## src/hw/rtl/crlf_response_line_parser_top_defines.svh

```systemverilog
// Assertion macros for the reply line parser.
// Used by the top level only; no other dependencies.
`ifndef CRLF_RESPONSE_LINE_PARSER_TOP_DEFINES_SVH
`define CRLF_RESPONSE_LINE_PARSER_TOP_DEFINES_SVH

`ifndef ASSERT_OFF
`define CRLF_ASSERT_IMP(lbl, a, b, msg) \
  lbl: assert property (@(posedge clk) disable iff (!rst_n) (a) |-> (b)) else $error(msg);
`define CRLF_ASSERT_NXT(lbl, a, b, msg) \
  lbl: assert property (@(posedge clk) disable iff (!rst_n) (a) |=> (b)) else $error(msg);
`else
`define CRLF_ASSERT_IMP(lbl, a, b, msg)
`define CRLF_ASSERT_NXT(lbl, a, b, msg)
`endif

`endif

```

## src/hw/rtl/crlf_pkg.sv

```systemverilog
// Shared types and constants of the reply line parser.
// No dependencies; imported by every module of the block but the RAM.
package crlf_pkg;

  localparam int MAX_RESULTS = 32;
  localparam int JOB_CNT_W   = $clog2(MAX_RESULTS + 1);

  localparam logic [7:0] CH_CR = 8'h0D;
  localparam logic [7:0] CH_LF = 8'h0A;
  localparam logic [7:0] CH_O  = 8'h4F;
  localparam logic [7:0] CH_K  = 8'h4B;
  localparam logic [7:0] CH_E  = 8'h45;
  localparam logic [7:0] CH_R  = 8'h52;

  localparam logic CMD_START = 1'b0;
  localparam logic CMD_BYTE  = 1'b1;

  localparam logic [1:0] LINES_LIMIT = 2'd2;

  typedef enum logic [2:0] {
    ST_OK         = 3'd0,
    ST_DEVERR     = 3'd1,
    ST_STRAY_CR   = 3'd2,
    ST_STRAY_LF   = 3'd3,
    ST_MANY_LINES = 3'd4,
    ST_MANY_CHARS = 3'd5,
    ST_STRAY_CHAR = 3'd6
  } status_t;

  // One finished exchange: its status and how many stored bytes to read out.
  typedef struct packed {
    status_t              status;
    logic [JOB_CNT_W-1:0] cnt;
  } job_t;

  typedef struct packed {
    logic full;
    logic empty;
  } q_stat_t;

  // Characters of "ERROR" by position; positions beyond the word never match.
  function automatic logic [7:0] error_char(input logic [2:0] k);
    logic [7:0] c;
    unique case (k)
      3'd0:    c = CH_E;
      3'd1:    c = CH_R;
      3'd2:    c = CH_R;
      3'd3:    c = CH_O;
      3'd4:    c = CH_R;
      default: c = 8'h00;
    endcase
    return c;
  endfunction

endpackage

```

## src/hw/rtl/crlf_ram.sv

```systemverilog
// Generic single-write, single-read RAM with a registered read port.
// No dependencies.
module crlf_ram #(
  parameter int WIDTH = 8,
  parameter int DEPTH = 32
) (
  input  logic                     clk,
  input  logic                     we,
  input  logic [$clog2(DEPTH)-1:0] waddr,
  input  logic [WIDTH-1:0]         wdata,
  input  logic                     re,
  input  logic [$clog2(DEPTH)-1:0] raddr,
  output logic [WIDTH-1:0]         rdata
);

  logic [WIDTH-1:0] mem_r [DEPTH];
  logic [WIDTH-1:0] rdata_r;

  always_ff @(posedge clk) begin
    if (we) begin
      mem_r[waddr] <= wdata;
    end
    if (re) begin
      rdata_r <= mem_r[raddr];
    end
  end

  assign rdata = rdata_r;

endmodule

```

## src/hw/rtl/crlf_front.sv

```systemverilog
// Front end of the reply line parser: takes bytes, tracks framing, matches lines,
// writes the first line into the store and posts one job per exchange. Uses crlf_pkg.
module crlf_front
  import crlf_pkg::*;
#(
  parameter int LINE_MAX = 32
) (
  input  logic                        clk,
  input  logic                        rst_n,
  input  logic                        in_tvalid,
  output logic                        in_tready,
  input  logic [7:0]                  in_tdata,
  input  logic                        in_tuser,
  input  q_stat_t                     q_stat,
  input  logic                        store_busy,
  output logic                        q_push,
  output job_t                        q_job,
  output logic                        store_we,
  output logic [$clog2(LINE_MAX)-1:0] store_waddr,
  output logic [7:0]                  store_wdata
);

  localparam int CI_W = $clog2(LINE_MAX + 1);
  localparam int AW   = $clog2(LINE_MAX);

  logic            cr_seen_r, cr_seen_nxt;
  logic            in_line_r, in_line_nxt;
  logic [1:0]      lines_done_r, lines_done_nxt;
  logic [CI_W-1:0] char_index_r, char_index_nxt;
  logic [CI_W-1:0] first_len_r, first_len_nxt;
  logic            ok_match_r, ok_match_nxt;
  logic            err_match_r, err_match_nxt;
  logic            finished_r, finished_nxt;

  logic            accept;
  logic [7:0]      c;
  logic            is_ok, is_err;
  logic            ok_hit, err_hit;
  logic            fault;
  status_t         fault_st;
  logic            line_end;
  logic [CI_W-1:0] readout_len;

  // Bytes of a new exchange wait while the previous line is still being read out.
  assign in_tready = !q_stat.full && !(store_busy && !finished_r);
  assign accept    = in_tvalid && in_tready;
  assign c         = in_tdata;

  assign is_ok  = ok_match_r && (char_index_r == CI_W'(2));
  assign is_err = err_match_r && (char_index_r == CI_W'(5));
  assign ok_hit = ((char_index_r == CI_W'(0)) && (c == CH_O)) ||
                  ((char_index_r == CI_W'(1)) && (c == CH_K));
  assign err_hit = (char_index_r < CI_W'(5)) && (c == error_char(char_index_r[2:0]));

  assign readout_len = (lines_done_r == 2'd1) ? first_len_r : '0;

  always_comb begin
    cr_seen_nxt    = cr_seen_r;
    in_line_nxt    = in_line_r;
    lines_done_nxt = lines_done_r;
    char_index_nxt = char_index_r;
    first_len_nxt  = first_len_r;
    ok_match_nxt   = ok_match_r;
    err_match_nxt  = err_match_r;
    finished_nxt   = finished_r;
    fault          = 1'b0;
    fault_st       = ST_STRAY_CHAR;
    line_end       = 1'b0;
    store_we       = 1'b0;

    if (accept) begin
      if (in_tuser == CMD_START) begin
        cr_seen_nxt    = 1'b0;
        in_line_nxt    = 1'b0;
        lines_done_nxt = '0;
        char_index_nxt = '0;
        first_len_nxt  = '0;
        ok_match_nxt   = 1'b1;
        err_match_nxt  = 1'b1;
        finished_nxt   = 1'b0;
      end else if (!finished_r) begin
        if (c == CH_CR) begin
          if (cr_seen_r) begin
            fault    = 1'b1;
            fault_st = ST_STRAY_CR;
          end else begin
            cr_seen_nxt = 1'b1;
          end
        end else if (c == CH_LF) begin
          if (!cr_seen_r) begin
            fault    = 1'b1;
            fault_st = ST_STRAY_LF;
          end else begin
            cr_seen_nxt = 1'b0;
            if (!in_line_r) begin
              in_line_nxt = 1'b1;
            end else begin
              in_line_nxt = 1'b0;
              if (lines_done_r >= LINES_LIMIT) begin
                fault    = 1'b1;
                fault_st = ST_MANY_LINES;
              end else begin
                line_end = 1'b1;
                if (lines_done_r == 2'd0) begin
                  first_len_nxt = char_index_r;
                end
                lines_done_nxt = lines_done_r + 2'd1;
                char_index_nxt = '0;
                ok_match_nxt   = 1'b1;
                err_match_nxt  = 1'b1;
                if (is_ok || is_err) begin
                  finished_nxt = 1'b1;
                end
              end
            end
          end
        end else if (cr_seen_r || !in_line_r) begin
          fault    = 1'b1;
          fault_st = ST_STRAY_CHAR;
        end else if ((lines_done_r >= LINES_LIMIT) ||
                     (char_index_r >= CI_W'(LINE_MAX))) begin
          fault    = 1'b1;
          fault_st = ST_MANY_CHARS;
        end else begin
          ok_match_nxt   = ok_match_r && ok_hit;
          err_match_nxt  = err_match_r && err_hit;
          store_we       = (lines_done_r == 2'd0);
          char_index_nxt = char_index_r + CI_W'(1);
        end
        if (fault) begin
          finished_nxt = 1'b1;
        end
      end
    end
  end

  always_comb begin
    q_push     = fault || (line_end && (is_ok || is_err));
    q_job.status = fault ? fault_st : (is_ok ? ST_OK : ST_DEVERR);
    if (fault) begin
      q_job.cnt = '0;
    end else if (32'(readout_len) > 32'(MAX_RESULTS)) begin
      q_job.cnt = JOB_CNT_W'(MAX_RESULTS);
    end else begin
      q_job.cnt = JOB_CNT_W'(readout_len);
    end
  end

  assign store_waddr = AW'(char_index_r);
  assign store_wdata = c;

  always_ff @(posedge clk) begin
    if (!rst_n) begin
      cr_seen_r    <= 1'b0;
      in_line_r    <= 1'b0;
      lines_done_r <= '0;
      char_index_r <= '0;
      first_len_r  <= '0;
      ok_match_r   <= 1'b1;
      err_match_r  <= 1'b1;
      finished_r   <= 1'b0;
    end else begin
      cr_seen_r    <= cr_seen_nxt;
      in_line_r    <= in_line_nxt;
      lines_done_r <= lines_done_nxt;
      char_index_r <= char_index_nxt;
      first_len_r  <= first_len_nxt;
      ok_match_r   <= ok_match_nxt;
      err_match_r  <= err_match_nxt;
      finished_r   <= finished_nxt;
    end
  end

endmodule

```

## src/hw/rtl/crlf_job_queue.sv

```systemverilog
// Two-entry job queue between the parser front end and the read-out back end.
// Uses crlf_pkg for the job type.
module crlf_job_queue
  import crlf_pkg::*;
(
  input  logic    clk,
  input  logic    rst_n,
  input  logic    push,
  input  job_t    push_job,
  input  logic    pop,
  output job_t    head,
  output q_stat_t stat
);

  job_t       slot_r [2];
  logic       wr_ptr_r, wr_ptr_nxt;
  logic       rd_ptr_r, rd_ptr_nxt;
  logic [1:0] count_r, count_nxt;
  logic       do_push, do_pop;

  assign stat.full  = (count_r == 2'd2);
  assign stat.empty = (count_r == 2'd0);
  assign do_push    = push && !stat.full;
  assign do_pop     = pop && !stat.empty;
  assign head       = slot_r[rd_ptr_r];

  always_comb begin
    wr_ptr_nxt = do_push ? !wr_ptr_r : wr_ptr_r;
    rd_ptr_nxt = do_pop ? !rd_ptr_r : rd_ptr_r;
    count_nxt  = count_r + {1'b0, do_push} - {1'b0, do_pop};
  end

  always_ff @(posedge clk) begin
    if (do_push) begin
      slot_r[wr_ptr_r] <= push_job;
    end
  end

  always_ff @(posedge clk) begin
    if (!rst_n) begin
      wr_ptr_r <= 1'b0;
      rd_ptr_r <= 1'b0;
      count_r  <= '0;
    end else begin
      wr_ptr_r <= wr_ptr_nxt;
      rd_ptr_r <= rd_ptr_nxt;
      count_r  <= count_nxt;
    end
  end

endmodule

```

## src/hw/rtl/crlf_back.sv

```systemverilog
// Back end of the reply line parser: takes jobs from the queue and drives the
// result stream, reading stored line bytes from the RAM. Uses crlf_pkg.
module crlf_back
  import crlf_pkg::*;
#(
  parameter int LINE_MAX = 32
) (
  input  logic                        clk,
  input  logic                        rst_n,
  input  q_stat_t                     q_stat,
  input  job_t                        q_head,
  output logic                        q_pop,
  output logic                        store_re,
  output logic [$clog2(LINE_MAX)-1:0] store_raddr,
  input  logic [7:0]                  store_rdata,
  output logic                        busy,
  output logic                        out_tvalid,
  input  logic                        out_tready,
  output logic [15:0]                 out_tdata,
  output logic                        out_tuser,
  output logic                        out_tlast
);

  localparam int AW = $clog2(LINE_MAX);

  typedef enum logic [2:0] {
    BK_IDLE  = 3'b001,
    BK_FETCH = 3'b010,
    BK_SHOW  = 3'b100
  } bk_state_t;

  bk_state_t            state_r, state_nxt;
  job_t                 job_r, job_nxt;
  logic [JOB_CNT_W-1:0] idx_r, idx_nxt;
  status_t              st_r, st_nxt;
  logic [7:0]           byte_r, byte_nxt;
  logic                 dv_r, dv_nxt;
  logic                 last_r, last_nxt;
  logic [JOB_CNT_W-1:0] rd_idx;

  always_comb begin
    state_nxt = state_r;
    job_nxt   = job_r;
    idx_nxt   = idx_r;
    st_nxt    = st_r;
    byte_nxt  = byte_r;
    dv_nxt    = dv_r;
    last_nxt  = last_r;
    q_pop     = 1'b0;
    store_re  = 1'b0;
    rd_idx    = idx_r;

    unique case (state_r)
      BK_IDLE: begin
        if (!q_stat.empty) begin
          q_pop   = 1'b1;
          job_nxt = q_head;
          if (q_head.cnt == '0) begin
            st_nxt    = q_head.status;
            byte_nxt  = 8'h00;
            dv_nxt    = 1'b0;
            last_nxt  = 1'b1;
            state_nxt = BK_SHOW;
          end else begin
            idx_nxt   = '0;
            rd_idx    = '0;
            store_re  = 1'b1;
            state_nxt = BK_FETCH;
          end
        end
      end
      BK_FETCH: begin
        // Registered read data for idx_r is present in this cycle.
        st_nxt    = job_r.status;
        byte_nxt  = store_rdata;
        dv_nxt    = 1'b1;
        last_nxt  = (idx_r + JOB_CNT_W'(1) == job_r.cnt);
        state_nxt = BK_SHOW;
      end
      BK_SHOW: begin
        if (out_tready) begin
          if (last_r) begin
            state_nxt = BK_IDLE;
          end else begin
            idx_nxt   = idx_r + JOB_CNT_W'(1);
            rd_idx    = idx_r + JOB_CNT_W'(1);
            store_re  = 1'b1;
            state_nxt = BK_FETCH;
          end
        end
      end
      default: begin
        state_nxt = BK_IDLE;
      end
    endcase
  end

  assign store_raddr = AW'(rd_idx);
  assign busy        = (state_r != BK_IDLE);
  assign out_tvalid  = (state_r == BK_SHOW);
  assign out_tdata   = {5'b00000, byte_r, st_r};
  assign out_tuser   = dv_r;
  assign out_tlast   = last_r;

  always_ff @(posedge clk) begin
    job_r  <= job_nxt;
    idx_r  <= idx_nxt;
    st_r   <= st_nxt;
    byte_r <= byte_nxt;
    dv_r   <= dv_nxt;
    last_r <= last_nxt;
  end

  always_ff @(posedge clk) begin
    if (!rst_n) begin
      state_r <= BK_IDLE;
    end else begin
      state_r <= state_nxt;
    end
  end

endmodule

```

## src/hw/rtl/crlf_response_line_parser_top.sv

```systemverilog
// Top level of the reply line parser: front end, job queue, back end and line store.
// Depends on crlf_pkg, crlf_front, crlf_job_queue, crlf_back, crlf_ram and the defines header.
//
// The parser takes one item per clock cycle on the input stream while in_tready is
// high: a start item (tuser 0) clears it, a reply byte (tuser 1) advances the CR LF
// framing and line matching, and neither produces a result until the exchange ends.
// An exchange ends with exactly one status-only result (framing fault, or OK or
// ERROR as the only line or after an empty line) or with a read-out of the first
// line, one result per byte, status on each and tlast on the final one. Each byte
// of the read-out passes through the registered read of the line store and then
// the output register, and the next byte is fetched only once the current one is
// taken; a status-only result passes through the job queue and the output register
// after the closing byte. Bytes after the end are taken and ignored at full rate.
// Bytes of the next exchange are held off (in_tready low) until the previous
// read-out is complete, because they share the line store. The store has no reset
// and needs no clearing pass: only bytes written in the current exchange are ever read.
`include "crlf_response_line_parser_top_defines.svh"

module crlf_response_line_parser_top
  import crlf_pkg::*;
#(
  parameter int LINE_MAX = 32
) (
  input  logic        clk,
  input  logic        rst_n,
  input  logic        in_tvalid,
  output logic        in_tready,
  input  logic [7:0]  in_tdata,   // [7:0] rx_byte
  input  logic        in_tuser,   // [0] cmd
  output logic        out_tvalid,
  input  logic        out_tready,
  output logic [15:0] out_tdata,  // [2:0] status, [10:3] data_byte, [15:11] zero
  output logic        out_tuser,  // [0] data_valid
  output logic        out_tlast
);

  localparam int AW = $clog2(LINE_MAX);

  q_stat_t       q_stat;
  logic          q_push, q_pop;
  job_t          q_job, q_head;
  logic          store_we, store_re;
  logic [AW-1:0] store_waddr, store_raddr;
  logic [7:0]    store_wdata, store_rdata;
  logic          back_busy;
  logic          store_busy;

  assign store_busy = !q_stat.empty || back_busy;

  crlf_front #(.LINE_MAX(LINE_MAX)) u_front (
    .clk         (clk),
    .rst_n       (rst_n),
    .in_tvalid   (in_tvalid),
    .in_tready   (in_tready),
    .in_tdata    (in_tdata),
    .in_tuser    (in_tuser),
    .q_stat      (q_stat),
    .store_busy  (store_busy),
    .q_push      (q_push),
    .q_job       (q_job),
    .store_we    (store_we),
    .store_waddr (store_waddr),
    .store_wdata (store_wdata)
  );

  crlf_job_queue u_queue (
    .clk      (clk),
    .rst_n    (rst_n),
    .push     (q_push),
    .push_job (q_job),
    .pop      (q_pop),
    .head     (q_head),
    .stat     (q_stat)
  );

  crlf_ram #(.WIDTH(8), .DEPTH(LINE_MAX)) u_store (
    .clk   (clk),
    .we    (store_we),
    .waddr (store_waddr),
    .wdata (store_wdata),
    .re    (store_re),
    .raddr (store_raddr),
    .rdata (store_rdata)
  );

  crlf_back #(.LINE_MAX(LINE_MAX)) u_back (
    .clk         (clk),
    .rst_n       (rst_n),
    .q_stat      (q_stat),
    .q_head      (q_head),
    .q_pop       (q_pop),
    .store_re    (store_re),
    .store_raddr (store_raddr),
    .store_rdata (store_rdata),
    .busy        (back_busy),
    .out_tvalid  (out_tvalid),
    .out_tready  (out_tready),
    .out_tdata   (out_tdata),
    .out_tuser   (out_tuser),
    .out_tlast   (out_tlast)
  );

  `CRLF_ASSERT_IMP(a_store_write_free, store_we, !store_busy, "line store written during read-out")
  `CRLF_ASSERT_IMP(a_push_not_full, q_push, !q_stat.full, "job pushed into a full queue")
  `CRLF_ASSERT_IMP(a_status_only_last, out_tvalid && !out_tuser,
                   out_tlast && (out_tdata[10:3] == 8'h00), "status-only result not last")
  `CRLF_ASSERT_NXT(a_last_ends_run, out_tvalid && out_tready && out_tlast,
                   !out_tvalid, "result shown straight after the last one")

endmodule
```

## config.mk

```make
export PLATFORM = sky130hd
export DESIGN_NAME = crlf_response_line_parser_top
export DESIGN_NICKNAME = d
export VERILOG_FILES = /design/src/hw/rtl/crlf_pkg.sv /design/src/hw/rtl/crlf_ram.sv /design/src/hw/rtl/crlf_front.sv /design/src/hw/rtl/crlf_job_queue.sv /design/src/hw/rtl/crlf_back.sv /design/src/hw/rtl/crlf_response_line_parser_top.sv
export VERILOG_INCLUDE_DIRS = /design/src /design/src/hw/rtl
export SDC_FILE = /design/constraint.sdc
export NUM_CORES = 1
export LEC_CHECK = 0
export BUFFER_PORTS_ARGS = -buffer_cell sky130_fd_sc_hd__buf_2
export CAP_MARGIN = 0
export CELL_PAD_IN_SITES_DETAIL_PLACEMENT = 2
export CELL_PAD_IN_SITES_GLOBAL_PLACEMENT = 2
export CORE_ASPECT_RATIO = 0.9
export CORE_MARGIN = 3
export CORE_UTILIZATION = 35
export DETAILED_ROUTE_END_ITERATION = 10
export HOLD_SLACK_MARGIN = 0.1
export PLACE_DENSITY_LB_ADDON = 0.1
export SYNTH_ARGS = -nofsm -noshare
export SYNTH_HDL_FRONTEND = slang
export SYNTH_HIERARCHICAL = 1
export SYNTH_SLANG_ARGS = --single-unit
```

## constraint.sdc

```tcl
create_clock -name clk -period 5.6 [get_ports clk]
set_input_delay 0.56 -clock clk [delete_from_list [all_inputs] [get_ports clk]]
set_output_delay 0.56 -clock clk [all_outputs]
set_load 0.05 [all_outputs]
```

=== Word level (Yosys, flattened, before mapping) ===
Memories as Yosys holds them, arrays and structs flattened. A register that Yosys moved wholly into a read port is not among the register bits.
Cells that the tools add are included.

* Flip-flop bits (word level): 54
* Memories: 2
* RAM bits: 274
* Input bits: 13

{| class="wikitable"
|+ Memory list
! name !! depth !! bits a word !! rd ports !! clocked after Yosys merged registers in !! wr ports !! line !! RTL
|-
| u_store.mem_r || 32 || 8 || 1 || 1 || 1 || crlf_ram.sv:16 || <nowiki>logic [WIDTH-1:0] mem_r [DEPTH];</nowiki>
|-
| u_queue.slot_r || 2 || 9 || 1 || 1 || 1 || crlf_job_queue.sv:15 || <nowiki>job_t slot_r [2];</nowiki>
|}

* Reductions and logical operators: 43
* Equal/unequal tests: 37
* Multiplexer cells: 139
* Order comparisons: 4
* Bitwise gates (word level): 1
* $add $sub $neg: 5

{| class="wikitable"
|+ Operators with widths
! cell !! count
|-
| $mux W6 || 24
|-
| $mux W1 || 80
|-
| $mux W3 || 15
|-
| $pmux W7 S3 || 1
|-
| $mux W2 || 10
|-
| $eq A8 B4 Y1 const B || 2
|-
| $eq A8 B7 Y1 const B || 2
|-
| $mux W8 || 2
|-
| $pmux W8 S2 || 1
|-
| $reduce_and A8 Y1 || 2
|-
| $logic_and A1 B1 Y1 || 13
|-
| $add A6 B1 Y6 const B || 2
|-
| $logic_not A6 Y1 || 2
|-
| $ne A2 B1 Y1 const B || 6
|-
| $ne A2 B2 Y1 const B || 6
|-
| $ne A3 B2 Y1 const B || 4
|-
| $pmux W6 S2 || 1
|-
| $reduce_and A5 Y1 || 2
|-
| $eq A3 B2 Y1 const B || 3
|-
| $pmux W3 S3 || 1
|-
| $eq A8 B7 Y1 || 1
|-
| $logic_not A1 Y1 || 7
|-
| $reduce_and A7 Y1 || 1
|-
| $eq A3 B1 Y1 const B || 2
|-
| other kinds (26) || 39
|}

=== Longest topological paths before layout ===
Gate-level depths: netlist of the first run.

* Depth after elaboration: 16
* Gate-level depth with buffers: 13
* Mapped depth without buffers: 13

=== Modules after synthesis ===
Netlist of the first run, hierarchy kept.

{| class="wikitable"
|+ By module, submodules not included
! module !! area each (sq um) !! sequential area each (sq um) !! cells an instance !! instances
|-
| crlf_ram || 10133.5 || 7927.6 || 417 || 1
|-
| crlf_front || 1684.1 || 380.4 || 210 || 1
|-
| crlf_back || 1481.4 || 850.8 || 121 || 1
|-
| crlf_job_queue || 883.3 || 640.6 || 55 || 1
|-
| crlf_response_line_parser_top || 6.3 || 0.0 || 1 || 1
|}

=== Worst setup path after synthesis of the first run ===
Ideal clock, no wire load.

* Kind: reg-to-reg
* From: register u_back.state_r[0]
* To: register u_store.rdata_r[0] (netlist: u_store/rdata[0]) (read register of u_store.mem_r) (data pin)
* Data required time: 5.340 ns
* Stages on the path, launching flop included: 12
* Data arrival time: 3.345 ns
* Buffers on the path: 3
* Slack: 1.995 ns
* Cells stage by stage: dfxtp_1 -> nor3b_1 -> inv_2 -> nor2_1 -> a21o_2 -> o21ai_0 -> buf_4 -> clkbuf_1 -> clkbuf_1 -> mux4_2 -> mux4_2 -> mux2_2

* Word-level cells in the longest chain between the ends: 2
* Elaborated cells between the ends (all ways): 4

{| class="wikitable"
|+ RTL lines
! element !! line !! RTL
|-
| from (decl) || crlf_back.sv:32 || <nowiki>bk_state_t state_r, state_nxt;</nowiki>
|-
| from (signal assigned) || crlf_back.sv:118 || <nowiki>state_r <= state_nxt;</nowiki>
|-
| $eq A3 B3 Y1 / $eq A3 B1 Y1 (equally long branches) || crlf_back.sv:53 || <nowiki>unique case (state_r)</nowiki>
|-
| $pmux W1 S2 (*) || crlf_back.sv:53 ||
|-
| via store_re || crlf_response_line_parser_top.sv:42 || <nowiki>logic store_we, store_re;</nowiki>
|-
| to (decl) || crlf_ram.sv:17 || <nowiki>logic [WIDTH-1:0] rdata_r;</nowiki>
|}

The timed path passes the listed nets; every way through them passes the cells marked *.
A chain may end at the register's enable or synchronous reset.

=== Worst setup path in the final report of the first run ===
* From: register u_back.state_r[0]
* To: memory u_store.mem_r[11][0] (enable)

* Word-level cells in the longest chain between the ends: 9

{| class="wikitable"
|+ RTL lines
! element !! line !! RTL
|-
| $ne A3 B1 Y1 || crlf_back.sv:99 || <nowiki>assign busy = (state_r != BK_IDLE);</nowiki>
|-
| via back_busy || crlf_response_line_parser_top.sv:45 || <nowiki>logic back_busy;</nowiki>
|-
| $logic_or A1 B1 Y1 || crlf_response_line_parser_top.sv:48 || <nowiki>assign store_busy = !q_stat.empty || back_busy;</nowiki>
|-
| via store_busy || crlf_response_line_parser_top.sv:46 || <nowiki>logic store_busy;</nowiki>
|-
| $logic_and A1 B1 Y1 || crlf_front.sv:45 || <nowiki>assign in_tready = !q_stat.full && !(store_busy && !finished_r);</nowiki>
|-
| $logic_not A1 Y1 || crlf_front.sv:45 ||
|-
| $logic_and A1 B1 Y1 || crlf_front.sv:45 ||
|-
| $logic_and A1 B1 Y1 || crlf_front.sv:46 || <nowiki>assign accept = in_tvalid && in_tready;</nowiki>
|-
| $mux W1 || crlf_front.sv:71 || <nowiki>if (accept) begin</nowiki>
|-
| via store_we || crlf_response_line_parser_top.sv:42 ||
|-
| $mux W1 || crlf_ram.sv:20 || <nowiki>if (we) begin</nowiki>
|-
| $mux W1 (implied by the code) || crlf_ram.sv:21 || <nowiki>mem_r[waddr] <= wdata;</nowiki>
|-
| to (decl) || crlf_ram.sv:16 ||
|}

The timed path passes the listed nets, and every way through them passes these cells.

==> metrics.cfg, run 1 <==
[layout]
fill_cells = 3784
final_common_cell = edfxtp_1
final_nets = 869
layout_common_cells = edfxtp_1, mux4_2, nor2_1
diodes = 0
drive_gt1_frac = 0.2664
regArea_um2 = 9799
post-route-util = 0.4068
syn2layout_area_growth_pct = 13.85
multiInputGateArea_um2 = 4033

[logic_synthesis]
syn_area_um2 = 14190
yosysWarnings = 6
synthTopCellsByArea = edfxtp_1, mux4_2, dfxtp_1
async_flop_share = 0
synth_seq_cells = 337
synth_edf_count = 305
avgSynthCellArea_um2 = 17.65
yosysTopAreaCell = edfxtp_1
ys_dominant_reg_cell = edfxtp_1
yosysTopAreaCellShare = 0.6455
yosysUniqueCellTypes = 78
yosysSeqAreaShare = 0.6907
synth_cells = 804

[grt]
gr-usage-all-layers = 0.1744
grt_pass1_wl_um = 55450
first_global_vias = 8104
antenna_found_initial = 3
grt_max_degree = 66
overflow = 0

[setup_path]
cp-end-kind = register
critPathKind = reg2reg
rrSetupSlack_ps = 1210
critPathRequiredTime_ps = 5740
r2r_start = u_back/state_r[0]
worst_path_max_delay_cell = nor2_1
cp_slowest_stage_delay_ps = 940
cp-start-kind = register
worstPathMaxFanout = 8
cp_cell_sequence = nor3b_1 > inv_2 > nand2b_1 > nor2b_1 > or2_0 > nor4_1 > nand3_1 > nor2_1
r2r_cells = 8
r2r-end = u_store/mem_r[11][0]
arrival_ps = 4530

[power]
leakage_nw = 5.063
p_per_area_nw_per_um2 = 397.3
power_mw = 6.418
peakVddDrop_uv = 203.7

[timing]
hold_violations = 0
worst_slack_ps = 1214
period_share = 0.7832
fin_skew_ps = 13.80
tightest_slew_ps = 1062
period_needed_ps = 4386
finalSetupViolations = 0
setup_tns_ps = 0
rsz0062_at_grt = no
timing.fmax_mhz = 228.0
max_slew_margin = 0.2889
drv_slew = 0

[placed_design]
gp_congestion = 0.7767
dp_hpwl_um = 23500
portBuffers = 27
pre_cts_slack_ps = 1278

[clock_tree]
cts_buffers = 39
cts_hold_buffers = 0
cts_tree = done
clk_latency_ps = 540
htree_levels = 2
post_cts_resized = 0
cts.path.max_buffers = 3
clock_sinks = 337
postCtsSetupBuffers = 0
clk_pin_slew_ps = 60
cts_root_buf = clkbuf_16

[routing]
post-route-drc-count = 0
dr.first_iter.drc_count = 438
drt-pass1-iter-count = 4
drt_wl_total_um = 36440
ant_nets = 0
routedWlPerCell_um = 25.98
route.vias.total = 7433
drt-vias-per-instance = 5.298

[floorplan]
core_area_um2 = 39710
dieArea_um2 = 42990
dieHeight_um = 197.0
row_count = 69
die_w_um = 218.2
start_util = 0.3573
io_pins = 33

[status]
status = complete, no violations

[hold_path]
holdPathEnd = u_back/state_r[0]
hold_depth = 3
worst_hold_path_type = in2reg
hold_start = out_tready

[run]
maxCapViolations = 0

-- cell families (layout without fill, tap and decap cells) --
logic type / count (synthesis) / after routing / share of synthesized area
flops: 337 / 337 / 0.6907
simple gates: 191 / 191 / 0.07654
compound gates: 65 / 65 / 0.03457
mux: 112 / 112 / 0.1513
fa+ha+maj: 12 / 12 / 0.01058
other cells: 1 / 5 / 0.0002643
xor+xnor: 12 / 12 / 0.007407
buf+inv: 74 / 137 / 0.02866
-- metal layers --
layer  track usage  wire length [um]
met1        0.2551             17250
met2        0.2756             17090
met3       0.02984              1461
met4       0.03913               640
met5             0                 0
-- area by class of cell --
cell class / count / area share
timing repair buffer: 50 / 0.01983
sequential: 337 / 0.6066
multi-input combinational: 397 / 0.2496
tap: 532 / 0.04121
clock buffer: 50 / 0.06553
clock inverter: 18 / 0.01262
inverter: 19 / 0.004570
-- metrics by stage --
stage	hold WS (ps)	cell area, um^2	std cells
after global placement	454.1	14890	1335
after floorplan	429.9	14200	808
after CTS	351.9	16150	1403
after detailed placement	455.8	14890	1335
final	384.3	16150	1403
after global routing	388.7	16150	1403
-- worst max-delay path by stage --
stage	from	to	slack, ps	cells after the start
final	u_back/state_r[0]	u_store/mem_r[11][0]	1210	8
after detailed placement	u_back/state_r[0]	u_store/mem_r[11][5]	1280	8
after global placement	register	u_store/rdata[3]	1380	9
after CTS	u_back/state_r[0]	u_store/mem_r[10][2]	1230	8
after floorplan	u_back/state_r[0]	u_store/rdata[0]	2000	11
after global routing	u_back/state_r[0]	u_store/mem_r[10][2]	880	8
-- report_power, final --
group	switching [mW]	total, mW	leakage [nW]	internal [mW]
clock network	0.992	2.51	0.612	1.52
logic	0.589	0.959	1.45	0.370
registers	0.0718	2.95	3.00	2.88
total	1.65	6.42	5.06	4.77
-- synth_stat cells (8+ instances only) --
cell and instances:
a21oi_1 9, buf_4 30, nand4_1 8, nand2b_1 9, nand2_1 26, edfxtp_1 305, mux4_2 80, mux2i_1 12
inv_1 17, nor3b_1 8, o21ai_0 13, nor2_1 55, clkbuf_1 14, mux2_2 20, and2_1 12, nand3_1 21
ha_1 12, dfxtp_1 32
-- critical path, delay by kind of cell, from the launching register on --
| family | cells | cell delay [ps] |
|---|---|---|
| and+or+nand+nor | 7 | 3460 |
| DFF | 1 | 400 |
| buffers and inverters | 1 | 110 |
-- registers in the layout, summed over array words and instances (netlist names), 2 cells and up, named ones only --
| signal | cells |
|---|---|
| u_back/idx_r | 6 |
| u_store/rdata | 8 |
| u_store/mem_r | 256 |
| u_front/first_len_r | 6 |
| u_back/state_r | 3 |
| u_front/lines_done_r | 2 |
| u_back/job_r | 9 |
| u_back/byte_r | 8 |
| u_back/st_r | 3 |
| u_queue/count_r | 2 |
| u_queue/slot_r | 18 |
| u_front/char_index_r | 6 |
Note: power is estimated with default switching activity, not from simulation.
==> run 2: changes to the inputs <==
- clock period: 5.6 -> 3.7 ns (I/O delays scaled with it)
==> run 2 against run 1 <==
Compared with the run above: sequential power up 52%; clock power up 50%; clock-buffer cell count shrank 4; global-route usage is 0.78 points higher; critical path depth grew 2.
==> metrics.cfg, run 2 (synthesis gave the netlist of run 1 again) <==
[timing]
worst_slack_ps = 159.2
rsz0062_at_grt = no
tightest_slew_ps = 827.9
period_needed_ps = 3541
max_slew_margin = 0.4434
fin_skew_ps = 20.06
setup_tns_ps = 0
finalSetupViolations = 0
drv_slew = 0
hold_violations = 0
timing.fmax_mhz = 282.4
period_share = 0.9570

[routing]
drt-vias-per-instance = 5.247
drt-pass1-iter-count = 5
drt_wl_total_um = 38360
routedWlPerCell_um = 26.37
ant_nets = 0
dr.first_iter.drc_count = 532
route.vias.total = 7635
post-route-drc-count = 0

[setup_path]
cp_slowest_stage_delay_ps = 610
crit_cells = 10
worstPathMaxFanout = 12
arrival_ps = 3820
cp_cell_sequence = mux2_2 > nor2_2 > nand3_2 > a21o_2 > mux2i_4 > buf_12 > bufbuf_16 > mux4_2 > mux4_2 > mux2_2
cp-end-kind = register
path_buf_inv = 2
r2r_cells = 10
critPathKind = reg2reg
worst_path_max_delay_cell = mux4_2
crit_family = multiplexers
cp-start-kind = register
critPathRequiredTime_ps = 3980

[power]
leakage_nw = 5.368
power_frac_comb = 0.159
pwr-share-seq = 0.457
clockPowerShare = 0.384
power_mw = 9.805
peakVddDrop_uv = 277.6
p_per_area_nw_per_um2 = 588.3
power_switching_mw = 2.511
internal_power_mw = 7.294
switching_share = 0.2561

[run]
maxCapViolations = 0

[grt]
first_global_vias = 8502
gr-usage-all-layers = 0.1822
antenna_found_initial = 1
overflow = 0
grt_max_degree = 41
grt_pass1_wl_um = 57380

[layout]
final_common_cell = edfxtp_1
fill_cells = 3791
final_nets = 923
diodes = 0
largest_register = u_store/mem_r
largest_registers = u_store/mem_r (256), u_queue/slot_r (18), u_back/job_r (9)
syn2layout_area_growth_pct = 17.46
drive_gt1_frac = 0.3109
post-route-util = 0.4197
layout_common_cells = edfxtp_1, mux4_2, buf_4
largest_reg_flops = 256

[placed_design]
portBuffers = 27
dp_hpwl_um = 26040
pre_cts_slack_ps = -27.18
gp_congestion = 0.7684

[clock_tree]
clock_sinks = 337
clk_pin_slew_ps = 60
cts.path.max_buffers = 3
cts_root_buf = clkbuf_16
htree_levels = 2
clk_latency_ps = 540
cts_tree = done
cts_buffers = 38

[hold_path]
hold_depth = 2
worst_hold_path_type = in2reg

[floorplan]
core_area_um2 = 39710
dieArea_um2 = 42990
dieHeight_um = 197.0
die_w_um = 218.2
row_count = 69
io_pins = 33
start_util = 0.3573

[status]
status = complete, no violations

[run 2: layout make-up]
class | instances | area, um^2 | area share
Timing Repair Buffer | 105 | 845.8 | 0.05075
Sequential cell | 337 | 9803 | 0.5882
Multi-Input combinational cell | 397 | 4049 | 0.2429
Clock buffer | 46 | 1002 | 0.06014
Tap cell | 532 | 665.6 | 0.03994
Clock inverter | 19 | 226.5 | 0.01359
Inverter | 19 | 73.82 | 0.004429
[run 2: repair_timing]
action	in CTS	in global routing
setup buffers	1	0
resized for setup	2	6
hold buffers	0	0
cloned	1	0
setup endpoints to repair	20	31
[run 2: worst paths after layout]
| check | to | from | slack, ps |
|---|---|---|---|
| worst max-delay path | u_store/rdata[5] | register | 160 |
| worst min-delay path | u_back/state_r[1] | out_tready | 180 |
| worst max register to register | u_store/rdata[5] | register | 160 |
| worst min register to register | u_front/first_len_r[4] | u_front/first_len_r[4] | 460 |
[run 2: per-stage QoR]
step	instance area [um^2]	hold WS, ps	cells
6_report	16670	183.5	1455
5_1_grt	16670	170.6	1455
4_1_cts	16640	152.4	1455
3_5_place_dp	15360	458.0	1388
3_3_place_gp	15360	456.1	1388
2_1_floorplan	14200	429.9	808
[run 2: routing by layer]
layer  vias up  share of wire  GRT usage
li1       3370              -          -
met1      4091           0.48     0.2663
met4         0          0.014    0.03913
met3        40          0.040    0.03122
met5         -              0   0.004444
met2       134           0.47     0.2884
[run 2: power groups by stage]
stage | Clock, mW | Sequential [mW] | Combinational, mW
3_3_place_gp | 0 | 4.55 | 1.51
2_1_floorplan | 0 | 4.53 | 0.974
3_5_place_dp | 0 | 4.56 | 1.57
5_1_grt | 4.01 | 4.49 | 1.68
6_report | 3.76 | 4.48 | 1.56
4_1_cts | 3.87 | 4.48 | 1.59
